`config.mk`:
```
export PLATFORM = sky130hd
export DESIGN_NAME = wav_header_parser
export DESIGN_NICKNAME = d
export VERILOG_FILES = /design/src/wavhp_pkg.sv /design/src/wavhp_ctrl.sv /design/src/wavhp_datapath.sv /design/src/wav_header_parser.sv
export SDC_FILE = /design/constraint.sdc
export NUM_CORES = 2
export LEC_CHECK = 0
export BUFFER_PORTS_ARGS = -buffer_cell sky130_fd_sc_hd__buf_4
export CORE_ASPECT_RATIO = 1.2
export CORE_UTILIZATION = 50
export DETAILED_ROUTE_END_ITERATION = 8
export GPL_ROUTABILITY_DRIVEN = 0
export GPL_TIMING_DRIVEN = 0
export PLACE_DENSITY = 0.8
export SLEW_MARGIN = 25
export SYNTH_ARGS = -nofsm -noshare
export SYNTH_HDL_FRONTEND = slang
export SYNTH_SLANG_ARGS = --single-unit
```
`constraint.sdc`:
```
create_clock -name clock -period 16.45 [get_ports clock]
set_input_delay 0.8225 -clock clock [delete_from_list [all_inputs] [get_ports clock]]
set_output_delay 0.8225 -clock clock [all_outputs]
set_load 0.005 [all_outputs]
```
`src/wavhp_pkg.sv`:
```
// ----------------------------------------------------------------------------
// WAV header parser package
// Shared types, tag values, status codes and controller/datapath interfaces.
// ----------------------------------------------------------------------------
package wavhp_pkg;

   localparam logic [31:0] TAG_RIFF = 32'h52494646;
   localparam logic [31:0] TAG_WAVE = 32'h57415645;
   localparam logic [31:0] TAG_FMT  = 32'h666D7420;
   localparam logic [31:0] TAG_DATA = 32'h64617461;

   localparam logic [2:0] STS_BUSY       = 3'd0;
   localparam logic [2:0] STS_COMPLETE   = 3'd1;
   localparam logic [2:0] STS_BAD_RIFF   = 3'd2;
   localparam logic [2:0] STS_BAD_WAVE   = 3'd3;
   localparam logic [2:0] STS_BAD_FMT    = 3'd4;
   localparam logic [2:0] STS_TRUNCATED  = 3'd5;
   localparam logic [2:0] STS_ZERO_ALIGN = 3'd6;
   localparam logic [2:0] STS_IGNORED    = 3'd7;

   localparam int DIV_STEPS = 32;
   localparam int DIV_CNT_W = $clog2(DIV_STEPS);

   typedef enum logic [2:0] {
      PH_IDLE,
      PH_HEADER,
      PH_SCAN,
      PH_LENGTH,
      PH_DONE
   } phase_type;

   typedef enum logic [1:0] {
      CTL_READY,
      CTL_MUL,
      CTL_DIV,
      CTL_LOAD
   } ctl_state_type;

   typedef struct packed {
      logic accept;
      logic load_plain;
      logic div_init;
      logic div_step;
      logic load_derived;
   } dp_cmd_type;

   typedef struct packed {
      logic derive;
      logic div_last;
   } dp_status_type;

endpackage

```
`src/wavhp_ctrl.sv`:
```
// ----------------------------------------------------------------------------
// WAV header parser controller
// Handshake control and sequencing of the multiply and divide at completion.
// ----------------------------------------------------------------------------
module wavhp_ctrl import wavhp_pkg::*; (
   input  logic          clock,
   input  logic          reset,
   input  logic          req_valid,
   output logic          req_ready,
   output logic          rsp_valid,
   input  logic          rsp_ready,
   input  dp_status_type sts,
   output dp_cmd_type    cmd
);

   ctl_state_type state_ff, state_in;
   logic          rsp_valid_ff, rsp_valid_in;
   logic          accept;

   assign req_ready = (state_ff == CTL_READY) && (!rsp_valid_ff || rsp_ready);
   assign accept    = req_valid && req_ready;
   assign rsp_valid = rsp_valid_ff;

   always_comb begin
      state_in = state_ff;
      case (state_ff)
         CTL_READY: begin
            if (accept && sts.derive) state_in = CTL_MUL;
         end
         CTL_MUL: begin
            state_in = CTL_DIV;
         end
         CTL_DIV: begin
            if (sts.div_last) state_in = CTL_LOAD;
         end
         CTL_LOAD: begin
            state_in = CTL_READY;
         end
         default: begin
            state_in = CTL_READY;
         end
      endcase
   end

   always_comb begin
      cmd = '0;
      case (state_ff)
         CTL_READY: begin
            cmd.accept     = accept;
            cmd.load_plain = accept && !sts.derive;
         end
         CTL_MUL: begin
            cmd.div_init = 1'b1;
         end
         CTL_DIV: begin
            cmd.div_step = 1'b1;
         end
         CTL_LOAD: begin
            cmd.load_derived = 1'b1;
         end
         default: begin
            cmd = '0;
         end
      endcase
   end

   always_comb begin
      rsp_valid_in = rsp_valid_ff;
      if (cmd.load_plain || cmd.load_derived) rsp_valid_in = 1'b1;
      else if (rsp_ready) rsp_valid_in = 1'b0;
   end

   always_ff @(posedge clock) begin
      if (reset) begin
         state_ff     <= CTL_READY;
         rsp_valid_ff <= 1'b0;
      end else begin
         state_ff     <= state_in;
         rsp_valid_ff <= rsp_valid_in;
      end
   end

   a_derive_enters_mul: assert property (@(posedge clock) disable iff (reset)
      (accept && sts.derive) |=> (state_ff == CTL_MUL))
      else $error("derive transfer did not start the multiply");

   a_busy_output_empty: assert property (@(posedge clock) disable iff (reset)
      (state_ff != CTL_READY) |-> !rsp_valid_ff)
      else $error("result pending while derived values are computed");

   a_load_after_div: assert property (@(posedge clock) disable iff (reset)
      (state_ff == CTL_LOAD) |-> ($past(state_ff) == CTL_DIV))
      else $error("derived load without a finished divide");

   a_no_accept_while_busy: assert property (@(posedge clock) disable iff (reset)
      (cmd.div_step || cmd.div_init || cmd.load_derived) |-> !cmd.accept)
      else $error("transfer accepted during derive sequence");

endmodule

```
`src/wavhp_datapath.sv`:
```
// ----------------------------------------------------------------------------
// WAV header parser datapath
// Byte parser, header field registers, multipliers, serial divider, result.
// ----------------------------------------------------------------------------
module wavhp_datapath import wavhp_pkg::*; (
   input  logic          clock,
   input  logic          reset,
   input  dp_cmd_type    cmd,
   output dp_status_type sts,
   input  logic [7:0]    req_data_byte,
   input  logic          req_start_of_file,
   input  logic          req_end_of_stream,
   output logic [2:0]    rsp_parse_status,
   output logic [31:0]   rsp_file_size,
   output logic [31:0]   rsp_format_length,
   output logic [15:0]   rsp_format_code,
   output logic [15:0]   rsp_channels,
   output logic [31:0]   rsp_sample_rate,
   output logic [15:0]   rsp_bits_per_channel,
   output logic [31:0]   rsp_data_length,
   output logic [31:0]   rsp_bits_per_sample,
   output logic [15:0]   rsp_bytes_per_sample,
   output logic [31:0]   rsp_bytes_per_second,
   output logic [31:0]   rsp_sample_count
);

   function automatic logic [31:0] put32(logic [31:0] f, logic [7:0] b, logic [1:0] lane);
      logic [31:0] ext;
      ext = {24'd0, b};
      return f | (ext << {lane, 3'b000});
   endfunction

   function automatic logic [15:0] put16(logic [15:0] f, logic [7:0] b, logic lane);
      logic [15:0] ext;
      ext = {8'd0, b};
      return f | (ext << {lane, 3'b000});
   endfunction

   phase_type   phase_ff, phase_in, phase_base;
   logic [5:0]  pos_ff, pos_in, pos_base;
   logic [31:0] window_ff, window_in, window_base, window_upd;
   logic [31:0] size_ff, size_in, size_base;
   logic [31:0] fmtlen_ff, fmtlen_in, fmtlen_base;
   logic [15:0] format_ff, format_in, format_base;
   logic [15:0] chan_ff, chan_in, chan_base;
   logic [31:0] rate_ff, rate_in, rate_base;
   logic [15:0] align_ff, align_in, align_base;
   logic [15:0] depth_ff, depth_in, depth_base;
   logic [31:0] length_ff, length_in, length_base;
   logic [2:0]  status_in;
   logic [2:0]  dstatus_ff;
   logic        derive;
   logic        active;

   logic [31:0] bc_ff;
   logic [34:0] rbc_ff;
   logic [63:0] rbc_full;
   logic [31:0] div_q_ff;
   logic [15:0] div_r_ff;
   logic [DIV_CNT_W-1:0] div_cnt_ff;
   logic [16:0] div_shift, div_diff;
   logic        div_ge;

   always_comb begin
      phase_base  = req_start_of_file ? PH_HEADER : phase_ff;
      pos_base    = req_start_of_file ? 6'd0  : pos_ff;
      window_base = req_start_of_file ? 32'd0 : window_ff;
      size_base   = req_start_of_file ? 32'd0 : size_ff;
      fmtlen_base = req_start_of_file ? 32'd0 : fmtlen_ff;
      format_base = req_start_of_file ? 16'd0 : format_ff;
      chan_base   = req_start_of_file ? 16'd0 : chan_ff;
      rate_base   = req_start_of_file ? 32'd0 : rate_ff;
      align_base  = req_start_of_file ? 16'd0 : align_ff;
      depth_base  = req_start_of_file ? 16'd0 : depth_ff;
      length_base = req_start_of_file ? 32'd0 : length_ff;
      window_upd  = {window_base[23:0], req_data_byte};

      phase_in  = phase_base;
      pos_in    = pos_base;
      window_in = window_base;
      size_in   = size_base;
      fmtlen_in = fmtlen_base;
      format_in = format_base;
      chan_in   = chan_base;
      rate_in   = rate_base;
      align_in  = align_base;
      depth_in  = depth_base;
      length_in = length_base;
      status_in = STS_BUSY;
      derive    = 1'b0;
      active    = 1'b1;

      case (phase_base)
         PH_HEADER: begin
            window_in = window_upd;
            if (pos_base == 6'd3 && window_upd != TAG_RIFF) status_in = STS_BAD_RIFF;
            else if (pos_base >= 6'd4 && pos_base <= 6'd7)
               size_in = put32(size_base, req_data_byte, pos_base[1:0]);
            else if (pos_base == 6'd11 && window_upd != TAG_WAVE) status_in = STS_BAD_WAVE;
            else if (pos_base == 6'd15 && window_upd != TAG_FMT) status_in = STS_BAD_FMT;
            else if (pos_base >= 6'd16 && pos_base <= 6'd19)
               fmtlen_in = put32(fmtlen_base, req_data_byte, pos_base[1:0]);
            else if (pos_base >= 6'd20 && pos_base <= 6'd21)
               format_in = put16(format_base, req_data_byte, pos_base[0]);
            else if (pos_base >= 6'd22 && pos_base <= 6'd23)
               chan_in = put16(chan_base, req_data_byte, pos_base[0]);
            else if (pos_base >= 6'd24 && pos_base <= 6'd27)
               rate_in = put32(rate_base, req_data_byte, pos_base[1:0]);
            else if (pos_base >= 6'd32 && pos_base <= 6'd33)
               align_in = put16(align_base, req_data_byte, pos_base[0]);
            else if (pos_base >= 6'd34 && pos_base <= 6'd35)
               depth_in = put16(depth_base, req_data_byte, pos_base[0]);

            if (status_in == STS_BUSY) begin
               if (pos_base >= 6'd39) begin
                  pos_in   = 6'd0;
                  phase_in = (window_upd == TAG_DATA) ? PH_LENGTH : PH_SCAN;
               end else begin
                  pos_in = pos_base + 6'd1;
               end
            end
         end
         PH_SCAN: begin
            window_in = window_upd;
            if (window_upd == TAG_DATA) begin
               phase_in = PH_LENGTH;
               pos_in   = 6'd0;
            end
         end
         PH_LENGTH: begin
            window_in = window_upd;
            length_in = put32(length_base, req_data_byte, pos_base[1:0]);
            if (pos_base[1:0] == 2'd3) begin
               derive    = 1'b1;
               status_in = (align_base == 16'd0) ? STS_ZERO_ALIGN : STS_COMPLETE;
            end else begin
               pos_in = pos_base + 6'd1;
            end
         end
         default: begin
            active    = 1'b0;
            status_in = STS_IGNORED;
         end
      endcase

      if (active) begin
         if (status_in == STS_BUSY && req_end_of_stream) status_in = STS_TRUNCATED;
         if (status_in != STS_BUSY) phase_in = PH_DONE;
      end
   end

   assign div_shift = {div_r_ff, div_q_ff[31]};
   assign div_diff  = div_shift - {1'b0, align_ff};
   assign div_ge    = div_shift >= {1'b0, align_ff};
   assign rbc_full  = {32'd0, rate_ff} * {32'd0, bc_ff};

   assign sts.derive   = derive;
   assign sts.div_last = (div_cnt_ff == DIV_CNT_W'(DIV_STEPS - 1));

   always_ff @(posedge clock) begin
      if (reset) begin
         phase_ff  <= PH_IDLE;
         pos_ff    <= 6'd0;
         window_ff <= 32'd0;
         size_ff   <= 32'd0;
         fmtlen_ff <= 32'd0;
         format_ff <= 16'd0;
         chan_ff   <= 16'd0;
         rate_ff   <= 32'd0;
         align_ff  <= 16'd0;
         depth_ff  <= 16'd0;
         length_ff <= 32'd0;
      end else if (cmd.accept) begin
         phase_ff  <= phase_in;
         pos_ff    <= pos_in;
         window_ff <= window_in;
         size_ff   <= size_in;
         fmtlen_ff <= fmtlen_in;
         format_ff <= format_in;
         chan_ff   <= chan_in;
         rate_ff   <= rate_in;
         align_ff  <= align_in;
         depth_ff  <= depth_in;
         length_ff <= length_in;
      end
   end

   always_ff @(posedge clock) begin
      if (cmd.accept) dstatus_ff <= status_in;
      if (cmd.div_init) begin
         bc_ff      <= {16'd0, depth_ff} * {16'd0, chan_ff};
         div_q_ff   <= length_ff;
         div_r_ff   <= 16'd0;
         div_cnt_ff <= '0;
      end
      if (cmd.div_step) begin
         rbc_ff     <= rbc_full[34:0];
         div_q_ff   <= {div_q_ff[30:0], div_ge};
         div_r_ff   <= div_ge ? div_diff[15:0] : div_shift[15:0];
         div_cnt_ff <= div_cnt_ff + DIV_CNT_W'(1);
      end
   end

   always_ff @(posedge clock) begin
      if (cmd.load_plain) begin
         rsp_parse_status     <= status_in;
         rsp_file_size        <= size_in;
         rsp_format_length    <= fmtlen_in;
         rsp_format_code      <= format_in;
         rsp_channels         <= chan_in;
         rsp_sample_rate      <= rate_in;
         rsp_bits_per_channel <= depth_in;
         rsp_data_length      <= length_in;
         rsp_bits_per_sample  <= 32'd0;
         rsp_bytes_per_sample <= 16'd0;
         rsp_bytes_per_second <= 32'd0;
         rsp_sample_count     <= 32'd0;
      end else if (cmd.load_derived) begin
         rsp_parse_status     <= dstatus_ff;
         rsp_file_size        <= size_ff;
         rsp_format_length    <= fmtlen_ff;
         rsp_format_code      <= format_ff;
         rsp_channels         <= chan_ff;
         rsp_sample_rate      <= rate_ff;
         rsp_bits_per_channel <= depth_ff;
         rsp_data_length      <= length_ff;
         rsp_bits_per_sample  <= bc_ff;
         rsp_bytes_per_sample <= bc_ff[18:3];
         rsp_bytes_per_second <= rbc_ff[34:3];
         rsp_sample_count     <= (align_ff == 16'd0) ? 32'd0 : div_q_ff;
      end
   end

endmodule

```
`src/wav_header_parser.sv`:
```
// ----------------------------------------------------------------------------
// WAV header parser
// Parses a RIFF/WAVE header from a byte stream and reports its fields.
// ----------------------------------------------------------------------------
// Usage:
//   Feed the file one byte per transfer on the req_ channel, with
//   req_start_of_file on byte 0 and req_end_of_stream on the last byte
//   the stream holds. Every accepted byte yields exactly one result on
//   the rsp_ channel: the parse status and the header fields held so far.
//   A result is registered and appears the cycle after its byte is taken,
//   so header bytes flow at one per cycle while results are taken.
//   The fourth data length byte completes the parse; its result carries
//   the derived fields and appears after the channel-by-depth multiply,
//   the bit-serial sample count divider (which also forms the byte rate
//   product) and the load of the result. No byte is taken while they run.
//   When the receiver stalls, the result holds and req_ready drops until
//   the result is taken or taken in the same cycle.
//   Reset clears all header fields and waits for a start-of-file byte;
//   bytes before it report status ignored.
// ----------------------------------------------------------------------------
module wav_header_parser import wavhp_pkg::*; (
   input  logic        clock,
   input  logic        reset,
   input  logic        req_valid,
   output logic        req_ready,
   input  logic [7:0]  req_data_byte,
   input  logic        req_start_of_file,
   input  logic        req_end_of_stream,
   output logic        rsp_valid,
   input  logic        rsp_ready,
   output logic [2:0]  rsp_parse_status,
   output logic [31:0] rsp_file_size,
   output logic [31:0] rsp_format_length,
   output logic [15:0] rsp_format_code,
   output logic [15:0] rsp_channels,
   output logic [31:0] rsp_sample_rate,
   output logic [15:0] rsp_bits_per_channel,
   output logic [31:0] rsp_data_length,
   output logic [31:0] rsp_bits_per_sample,
   output logic [15:0] rsp_bytes_per_sample,
   output logic [31:0] rsp_bytes_per_second,
   output logic [31:0] rsp_sample_count
);

   dp_cmd_type    cmd;
   dp_status_type sts;

   wavhp_ctrl u_ctrl (
      .clock     (clock),
      .reset     (reset),
      .req_valid (req_valid),
      .req_ready (req_ready),
      .rsp_valid (rsp_valid),
      .rsp_ready (rsp_ready),
      .sts       (sts),
      .cmd       (cmd)
   );

   wavhp_datapath u_datapath (
      .clock                (clock),
      .reset                (reset),
      .cmd                  (cmd),
      .sts                  (sts),
      .req_data_byte        (req_data_byte),
      .req_start_of_file    (req_start_of_file),
      .req_end_of_stream    (req_end_of_stream),
      .rsp_parse_status     (rsp_parse_status),
      .rsp_file_size        (rsp_file_size),
      .rsp_format_length    (rsp_format_length),
      .rsp_format_code      (rsp_format_code),
      .rsp_channels         (rsp_channels),
      .rsp_sample_rate      (rsp_sample_rate),
      .rsp_bits_per_channel (rsp_bits_per_channel),
      .rsp_data_length      (rsp_data_length),
      .rsp_bits_per_sample  (rsp_bits_per_sample),
      .rsp_bytes_per_sample (rsp_bytes_per_sample),
      .rsp_bytes_per_second (rsp_bytes_per_second),
      .rsp_sample_count     (rsp_sample_count)
   );

endmodule
```
==> impl_metrics.toml <==
[yosys]
async_flop_share_pct = 0
synthSimpleGateAreaFrac_pct = 15.89
synthMuxAreaShare_pct = 2.317
avgSynthCellArea_um2 = 10.28
ys_ff_latch = 623
synth-main-ff-cell = "dfxtp_1"
netlist_area_mm2 = 0.05022
synth_top_area_share_pct = 27.50
synthCells = 4884
synth_compound_area_share_pct = 7.060
yosysTopAreaCell = "fa_1"
synth_fa_ha_area_share_pct = 33.91
synth_xor_area_share_pct = 2.232
yosysSeqAreaShare_pct = 30.79
ys_types = 80
synth.most_common_cell = "inv_1"
synth_common_cells = "inv_1 (727), fa_1 (690), nand2_1 (586)"
synth_warnings = 0
syn_nets = 5845
synth.area.top_cells = "fa_1 (28%), edfxtp_1 (18%), dfxtp_1 (13%)"
synth_top_family_by_area = "adder cells"
synth_enable_flop_cells = 299

[hold_path]
hp-start = "req_data_byte[4]"
min_path_type = "input pin to flip-flop"
hold_end = "u_datapath.window_ff[4]"
hold_depth = 3

[timing]
tightest_slew_ns = 1.107
fin_crit_ns = 9.491
clock_skew_ns = 0.05419
period_share_pct = 57.69
tns_ns = 0
hold_viol_final = 0
slew_violations = 0
rsz0062_at_grt = "no"
fmax_mhz = 105.4
setup_viol = 0
relSlewSlack_pct = 26.17

[global_route]
grt_pass1_wl_mm = 230.5
gr-total-overflow = 0
grt_max_degree = 94
grt_pass1_vias = 39110
grt_use_total_pct = 29.98
antenna_found_initial = 10

[status]
status = "finished clean"

[worst_setup_path]
critical_path_required_ns = 16.84
critPathMaxStageDelay_ns = 0.70
rr_startpoint = "u_datapath.rate_ff[9]"
rr_endpoint = "u_datapath.rbc_ff[34]"
rr_worst_depth = 26
crit_top_cell = "fa_1"
arrival_ns = 9.88
crit_start = "u_datapath.rate_ff[9]"
slowest_stage = "clkbuf_1"
reg2reg_setup_slack_ns = 6.96
path_max_fanout = 10
critPathKind = "flip-flop to flip-flop"
start_kind = "flip-flop"
cp-end-kind = "flip-flop"

[clock_network]
clk_path_buf_depth = 3
cts_hold_buf = 0
htreeDepth = 2
cts_buffers = 61
cts_sinks = 623
cts_tree = "built"
cts-resized-gates = 0
postCtsSetupBuffers = 0
clk_pin_slew_ns = 0.07
clock-root-buffer = "clkbuf_16"
clock_latency_ns = 0.69

[finish]
syn_to_final_growth_pct = 12.29
stdcell_count = 6602
drive_above_1_share_pct = 9.598
fillers = 8255
regArea_mm2 = 0.01546
multi_input_area_mm2 = 0.03089
finalNetCount = 6211

[placed_design]
place_hpwl_mm = 120.5
placed_cells = 6477
io_buffers = 301

[drt]
drt-met1-wl_mm = 54.04
vias = 38110
wirelength_mm = 153.0
viasPerCell = 5.773
final_antenna_net_count = 0
first_pass_iters = 6
drc = 0
wl_met2_mm = 70.72
dr.max_layer_used = "met5"
wire_per_inst_um = 23.18
first_iter_violations = 3544
wl_met3_mm = 18.60

[die]
start_util_pct = 50.33
io_pins = 307
die_height_um = 349.2
die_x_um = 291.3
core_area_mm2 = 0.09979
die_area_mm2 = 0.1017
row_count = 127

[power_and_ir_drop]
p_leak_nw = 25.07
vdd_drop_max_uv = 95.84
power_density_mw_per_mm2 = 68.02

[job]
cap_violations = 0
-- metal layers --
layer | global-route usage (%) | vias up
li1 | - | 16210
met1 | 35.32 | 18910
met2 | 48.96 | 2375
met3 | 9.349 | 601
met4 | 15.99 | 16
met5 | 0 | -
-- cell type report --
cell class	count	area share, %
clock buffers	84	3.115
inverters	729	4.865
well taps	1290	2.862
flip-flops and latches	623	27.42
diodes	9	0.03993
repair buffers	303	4.091
plain buffers	291	2.103
clock inverters	32	0.7210
multi-input cells	3241	54.78
-- worst max-delay path: cells and delay by family (launching register included) --
kind,cells,cell delay (ns)
fa+ha+maj,9,4.20
compound gates,8,2.74
buf+inv,7,1.64
flops,1,0.31
simple gates,1,0.19
xor+xnor,1,0.10
-- metrics by stage --
| step | power [mW] | worst slack (ns) | hold slack, ns | cell area [µm²] | util [%] |
|---|---|---|---|---|---|
| finish | 3.836 | 6.959 | 0.4522 | 56400 | 56.51 |
| global placement | 2.354 | 7.406 | 0.4394 | 54100 | 54.21 |
| CTS | 3.822 | 7.191 | 0.4311 | 56360 | 56.48 |
| global route | 3.926 | 6.837 | 0.4460 | 56370 | 56.49 |
| detailed placement | 2.352 | 7.217 | 0.4428 | 54200 | 54.31 |
| floorplan | 2.079 | 9.314 | 0.4318 | 50220 | - |
-- where the power goes --
group          internal (mW)  switching (mW)
registers               1.76          0.0828
clock network          0.851           0.644
logic                  0.151           0.351
total                   2.76            1.08
-- cell families after synthesis --
| kind of cell | Yosys count |
|---|---|
| AO/OA/AOI/OAI | 480 |
| adder cells (fa/ha/maj) | 947 |
| multiplexers | 112 |
| AND/OR/NAND/NOR | 1574 |
| XOR/XNOR | 128 |
| buffers and inverters | 1020 |
| flip-flops | 623 |
-- how the worst max path moves through the flow --
stage | endpoint | slack [ns] | cells after the start
5_1_grt | u_datapath.rbc_ff[34] | 6.84 | 26
3_3_place_gp | u_datapath.rbc_ff[34] | 7.41 | 26
4_1_cts | u_datapath.rbc_ff[34] | 7.19 | 26
3_5_place_dp | u_datapath.rbc_ff[34] | 7.22 | 26
6_report | u_datapath.rbc_ff[34] | 6.96 | 26
2_1_floorplan | u_datapath.rbc_ff[34] | 9.31 | 25
-- cells in the final DEF (no fill, tap or decap), types with 12 or more instances in the layout --
cell | netlist | final
inv_1 | 727 | 726
fa_1 | 690 | 690
nand2_1 | 586 | 586
and2_1 | 478 | 478
dfxtp_1 | 324 | 324
buf_4 | 18 | 319
edfxtp_1 | 299 | 299
clkbuf_1 | 256 | 266
ha_1 | 257 | 254
nor2b_1 | 172 | 172
nor2_1 | 165 | 158
a22o_1 | 124 | 124
a21oi_1 | 115 | 115
xnor2_1 | 95 | 95
mux2i_1 | 78 | 78
clkbuf_16 | 0 | 64
a32o_1 | 53 | 53
o21ai_0 | 50 | 50
nand3_1 | 48 | 48
a21o_1 | 34 | 34
mux2_2 | 34 | 34
xor2_1 | 33 | 33
nor3_1 | 27 | 23
and3_1 | 17 | 17
buf_2 | 13 | 13
o21a_1 | 13 | 13
nand2b_1 | 12 | 12
-- state kept, by name (all words and copies together), names as in the netlist, 17 cells and up --
| signal | flops |
|---|---|
| u_datapath.bc_ff | 32 |
| u_datapath.div_q_ff | 32 |
| u_datapath.fmtlen_ff | 32 |
| u_datapath.length_ff | 32 |
| u_datapath.rate_ff | 32 |
| u_datapath.rbc_ff | 32 |
| u_datapath.rsp_bytes_per_second | 32 |
| u_datapath.rsp_data_length | 32 |
| u_datapath.rsp_file_size | 32 |
| u_datapath.rsp_format_length | 32 |
| u_datapath.rsp_sample_count | 32 |
| u_datapath.rsp_sample_rate | 32 |
| u_datapath.size_ff | 32 |
| u_datapath.window_ff | 24 |
| u_datapath.rsp_bits_per_sample | 17 |
(Power assumes the default switching activity.)
